$ cat src/hw/rtl/ccs_pkg.sv
`timescale 1ns / 1ps
// Shared types and constants for the circle center compass search block.
package ccs_pkg;

    localparam int CoordW  = 20;
    localparam int CfgW    = 14;
    localparam int ErrW    = 40;
    localparam int CenterW = 48;
    // Distance components stay below 2^31 for every step count up to 65536.
    localparam int DiffW   = 32;
    localparam int SqW     = 64;
    localparam int RootW   = 32;
    localparam int CostW   = 64;
    localparam logic [CostW-1:0] InitialPrev = 64'd99999;

    localparam logic [1:0] CfgRadius    = 2'd0;
    localparam logic [1:0] CfgStep      = 2'd1;
    localparam logic [1:0] CfgThreshold = 2'd2;

    typedef enum logic [3:0] {
        ST_LOAD,
        ST_START,
        ST_POINT,
        ST_SQUARE,
        ST_SQRT,
        ST_ACCUM,
        ST_DIVIDE,
        ST_COMPARE,
        ST_DECIDE,
        ST_OUTPUT
    } ccs_state_t;

    // Commands from the controller to the datapath.
    typedef struct packed {
        logic       store_point;
        logic       search_init;
        logic       cand_init;
        logic       point_load;
        logic       square;
        logic       sqrt_step;
        logic       accum;
        logic       div_start;
        logic       div_step;
        logic       compare;
        logic       decide;
        logic       emit;
        logic       clear_cluster;
    } ccs_cmd_t;

    // Status from the datapath to the controller.
    typedef struct packed {
        logic sqrt_done;
        logic last_pt;
        logic div_done;
        logic last_cand;
        logic stop;
        logic step_limit;
        logic out_busy;
    } ccs_status_t;

endpackage

$ cat src/hw/rtl/ccs_control.sv
`timescale 1ns / 1ps
// Controller state machine sequencing load, cost evaluation and search steps.
module ccs_control
    import ccs_pkg::*;
(
    input  logic        clk,
    input  logic        rst_n,
    input  logic        in_valid,
    output logic        in_ready,
    input  logic        in_last,
    input  ccs_status_t status,
    output ccs_cmd_t    cmd
);

    ccs_state_t state_reg, state_next;

    always_ff @(posedge clk or negedge rst_n)
    begin
        if (!rst_n)
            state_reg <= ST_LOAD;
        else
            state_reg <= state_next;
    end

    // Next state.
    always_comb
    begin
        state_next = state_reg;
        case (state_reg)
            ST_LOAD:    if (in_valid && in_last) state_next = ST_START;
            ST_START:   state_next = ST_POINT;
            ST_POINT:   state_next = ST_SQUARE;
            ST_SQUARE:  state_next = ST_SQRT;
            ST_SQRT:    if (status.sqrt_done) state_next = ST_ACCUM;
            ST_ACCUM:   state_next = status.last_pt ? ST_DIVIDE : ST_POINT;
            ST_DIVIDE:  if (status.div_done) state_next = ST_COMPARE;
            ST_COMPARE: state_next = status.last_cand ? ST_DECIDE : ST_START;
            ST_DECIDE:  state_next = ST_OUTPUT;
            ST_OUTPUT:
            begin
                if (status.stop || status.step_limit)
                begin
                    if (!status.out_busy) state_next = ST_LOAD;
                end
                else
                    state_next = ST_START;
            end
            default:    state_next = ST_LOAD;
        endcase
    end

    // Outputs.
    always_comb
    begin
        cmd = '0;
        in_ready = 1'b0;
        case (state_reg)
            ST_LOAD:
            begin
                in_ready = 1'b1;
                cmd.store_point = in_valid;
                cmd.search_init = in_valid && in_last;
            end
            ST_START:   cmd.cand_init = 1'b1;
            ST_POINT:   cmd.point_load = 1'b1;
            ST_SQUARE:  cmd.square = 1'b1;
            ST_SQRT:    cmd.sqrt_step = 1'b1;
            ST_ACCUM:   cmd.accum = 1'b1;
            ST_DIVIDE:  cmd.div_step = 1'b1;
            ST_COMPARE: cmd.compare = 1'b1;
            ST_DECIDE:  cmd.decide = 1'b1;
            ST_OUTPUT:
            begin
                cmd.emit = (status.stop || status.step_limit) && !status.out_busy;
                cmd.clear_cluster = cmd.emit;
            end
            default:    cmd = '0;
        endcase
    end

endmodule

$ cat config.mk
export PLATFORM = sky130hd
export DESIGN_NAME = ccs_control
export DESIGN_NICKNAME = d
export VERILOG_FILES = /design/src/hw/rtl/ccs_pkg.sv /design/src/hw/rtl/ccs_control.sv
export SDC_FILE = /design/constraint.sdc
export NUM_CORES = 1
export LEC_CHECK = 0
export BUFFER_PORTS_ARGS = -buffer_cell sky130_fd_sc_hd__buf_2
export CAP_MARGIN = 15
export CORE_AREA = 5 5 42 44
export CTS_CLUSTER_DIAMETER = 40
export DETAILED_ROUTE_END_ITERATION = 7
export DIE_AREA = 0 0 47 49
export HOLD_SLACK_MARGIN = 0.02
export PLACE_DENSITY = 0.6
export SYNTH_ARGS = -nofsm -noshare
export SYNTH_HDL_FRONTEND = slang
export SYNTH_SLANG_ARGS = --single-unit
$ cat constraint.sdc
create_clock -name clk -period 1.3 [get_ports clk]
set_input_delay 0.065 -clock clk [delete_from_list [all_inputs] [get_ports clk]]
set_output_delay 0.065 -clock clk [all_outputs]
set_load 0.005 [all_outputs]
* Word-level counts from Yosys, hierarchy flattened
Index checks and enable logic that the tools add are counted.
Storage, ports and cells: register bits after elaboration 4, input bits 11, output and inout port bits 14, logic and storage cells 39
Cells by class: equality and inequality tests 13, muxes and demuxes 19, reductions and logical operators 6
Operator list (number):
- one-hot mux 4 bit (10 select lines) | 1
- two-way mux 4 bit | 6
- == test 4 x 3 -> 1 bit (second input constant) | 4
- two-way mux 1 bit | 9
- == test 4 x 2 -> 1 bit (second input constant) | 2
- == test 4 bit (second input constant) | 2
- inequality test 2 bit (second input constant) | 3
- == test 4 x 1 -> 1 bit (second input constant) | 1
- zero test 4 bit | 1
- two-way mux 2 bit | 2
- AND reduction 4 bit | 1
- two-way mux 3 bit | 1
- inequality test 3 bit (second input constant) | 1
- logical AND 1 bit | 2
- zero test 1 bit | 1
- logical OR 1 bit | 1

* Logic depth before layout (Yosys ltp)
word-level depth 3, depth in mapped cells 4, gate-level depth less buffers 3

* Worst setup path before layout
OpenSTA, ideal clock, no wires.
path kind register -> output, start reg state_reg[2], end out cmd[1] (netlist bit), arrival time 1.235 ns, data required time 1.235 ns, slack 0.000 ns, cell stages (with the launch flop) 5, path buffers 2, cell sequence dfrtp_1 > buf_6 > nand2b_1 > nor4_1 > buf_4
RTL lines:
- from (decl) | line ccs_control.sv:15 | ccs_state_t state_reg, state_next;
- from (signal assigned) | line ccs_control.sv:22 | state_reg <= state_next;
- to (decl) | line ccs_control.sv:12 | output ccs_cmd_t cmd

==> run metrics <==
TritonCTS Buffers 3; Ports 25; footprint of the multi-input gates 318 um^2; Via density about 5; Hold Violations, Final 0; clock skew around 0.0042 ns; Synth Instances 44; # Max-Cap Violations 0; num rows 14; Vias roughly 480; sequential cell area between 100 and 150 um^2; Tcrit/Tclk final 109%; Max Transition Viols Final 0; number of fill cells between 100 and 150; largest net degree at the start of global routing 7; drt initial violations 9; result of the run finished, violations left; CTS Root Buffer Type clkbuf_4; GP Congestion 0.765; violated checks setup timing; CTS Buffer Depth 2; Final HPWL DP about 810 um; clock tree from TritonCTS yes; layout cell share with drive strength beyond 1 75.3%; Die X about 47 um; GRT overflow 0; Reg power frac around a fifth; area fraction of the dominant cell type after synthesis around a quarter; Worst Setup Start Kind flip-flop; post-synthesis cell area between 300 and 400 um^2; post-layout min period between 1 and 1.5 ns; first drt pass iteration count 4; YS warnings 0; WP data arrival between 1 and 1.5 ns; endpoints failing setup 11; ANT cells 0; HP Class input port to flip-flop; Lkg Pwr 0.346 nW; Reg clk slew, reported paths around 0.040 ns; synth top area cells dfrtp_1, buf_6, nor3_1; Sw Ratio between 40% and 50%; DRC violations left 0; core area between 1000 and 1500 um^2; initial core utilization 27.7%; Synthesized Nets between 50 and 60; Total Wirelength 1280 um; sequential cell area fraction in the yosys report roughly 26%; area delta synth->final 85.8%; Clock power frac about 10%; NetSw 0.665 mW; synth unique cells 25; mean area per synthesized cell about 8.8 um^2; Final WS setup -0.115 ns; GRT Util Overall between 10 and 15%; Yosys top cell by area dfrtp_1; Pwr per Cell Area around 2200 nW/um^2; Yosys reg bits 4; total die area 2300 um^2; Peak supply drop between 0.001 and 0.0015 V; max reg flops 4; part of the power in combinational logic 70.6%; unrepaired setup endpoints after global routing true; critical path required time about 1.2 ns; antenna violations before repair 0; critical path fanouts, max 6; hold_ws just over 0.08 ns; H-tree Lvls 1; R2R depth 4; Pint roughly 0.9 mW; first-pass GRT wire length approximately 2200 um; final std cells w/o fill 97; vias in the first global route 491; routed len/inst 13.2 um; latest clock arrival within the worst-skew pair between 0.2 and 0.25 ns; Layout Nets 94; Die H ~50 um; antenna-violating nets left 0; WHS Path Cells 2; Crit. End Element output pin; IO Port Bufs 23; Fmax slightly above 700 MHz; Clock Sinks 4; post-place setup slack -0.0111 ns; placed cell count 83; type of the worst setup path flip-flop to output pin
[synth_stat cells]
cell type	instances
and2_2	1
or2b_1	1
nor2_1	4
nand2_1	2
buf_4	3
a21oi_2	1
nor4_4	1
and3_2	1
dfrtp_1	4
a21oi_1	2
or3_1	1
a32o_1	1
mux2i_1	1
nor3_1	6
o21a_1	1
nand4bb_1	1
o211ai_1	1
a311oi_1	1
buf_6	3
nand2b_2	1
conb_1	1
a221o_1	1
nand2b_1	3
nand3b_1	1
nor4_1	1
[metrics by stage]
stage	area, um^2	power (mW)	utilization, %	setup TNS (ns)
2_1_floorplan	394	0.773	-	0
3_3_place_gp	518	0.995	37.0	-0.00688
3_5_place_dp	518	1.00	37.0	-0.0111
4_1_cts	686	1.49	48.9	-0.623
5_1_grt	721	1.70	51.4	-1.55
6_report	721	1.59	51.4	-0.663
[routing by layer]
metal  GRT usage, %  routed length, um
met2           19.2                641
met5              0                  0
met1           16.5                534
met3          0.369                 80
met4           6.91                 26
[worst paths after layout]
| kind | from | end | slack [ns] |
|---|---|---|---|
| max | state_reg[2]$_DFFE_PN0P_ | cmd[11] | -0.11 |
| min | status[3] | state_reg[3]$_DFFE_PN0P_ | 0.08 |
| max reg2reg | state_reg[2]$_DFFE_PN0P_ | state_reg[0]$_DFFE_PN0P_ | -0.07 |
| min reg2reg | state_reg[3]$_DFFE_PN0P_ | state_reg[2]$_DFFE_PN0P_ | 0.47 |
| max in group asynchronous | rst_n | state_reg[0]$_DFFE_PN0P_ | 1.01 |
| min in group asynchronous | rst_n | state_reg[2]$_DFFE_PN0P_ | 0.15 |
[power by group through the flow]
| stage | logic, mW | registers (mW) | clock network [mW] |
|---|---|---|---|
| 2_1_floorplan | 0.564 | 0.208 | 0 |
| 3_3_place_gp | 0.658 | 0.337 | 0 |
| 3_5_place_dp | 0.661 | 0.338 | 0 |
| 4_1_cts | 1.03 | 0.302 | 0.165 |
| 5_1_grt | 1.21 | 0.321 | 0.167 |
| 6_report | 1.12 | 0.307 | 0.159 |
[area by class of cell]
type | instances | share of cell area [%]
multi-input combinational | 34 | 44.1
timing repair buffer | 40 | 35.4
sequential | 4 | 14.6
clock buffer | 3 | 3.13
tap | 16 | 2.78
[critical path, stage by stage, from the launching register on]
cell	delay (ns)
dfrtp_2	0.45
nor4_4	0.34
and3_4	0.23
buf_6	0.09
[cells by family after synthesis]
family	Yosys count	share of synthesized area [%]
buf+inv	6	14.5
compound gates	8	16.1
simple gates	24	40.0
other cells	1	0.967
flops	4	25.8
mux	1	2.58
[cell usage in the layout (no fill, tap or decap), types with 2 or more instances in the layout]
cell,count
buf_6,2
nor3_4,2
dfrtp_2,4
nor2_1,2
nor4_4,2
nand2_1,2
nor3_2,3
buf_4,15
a21oi_1,2
clkbuf_4,3
buf_2,22
nand2b_4,3
[what timing repair did]
item                                    4_1_cts  5_1_grt
pin swaps                                     3        2
buffers inserted                             10        0
hold buffers                                  1        0
hold endpoints to repair                      4        0
endpoints found under the setup margin       13       16
gates cloned                                  0        0
resized for setup                            14        7
Power figures use the tool's default switching activity.
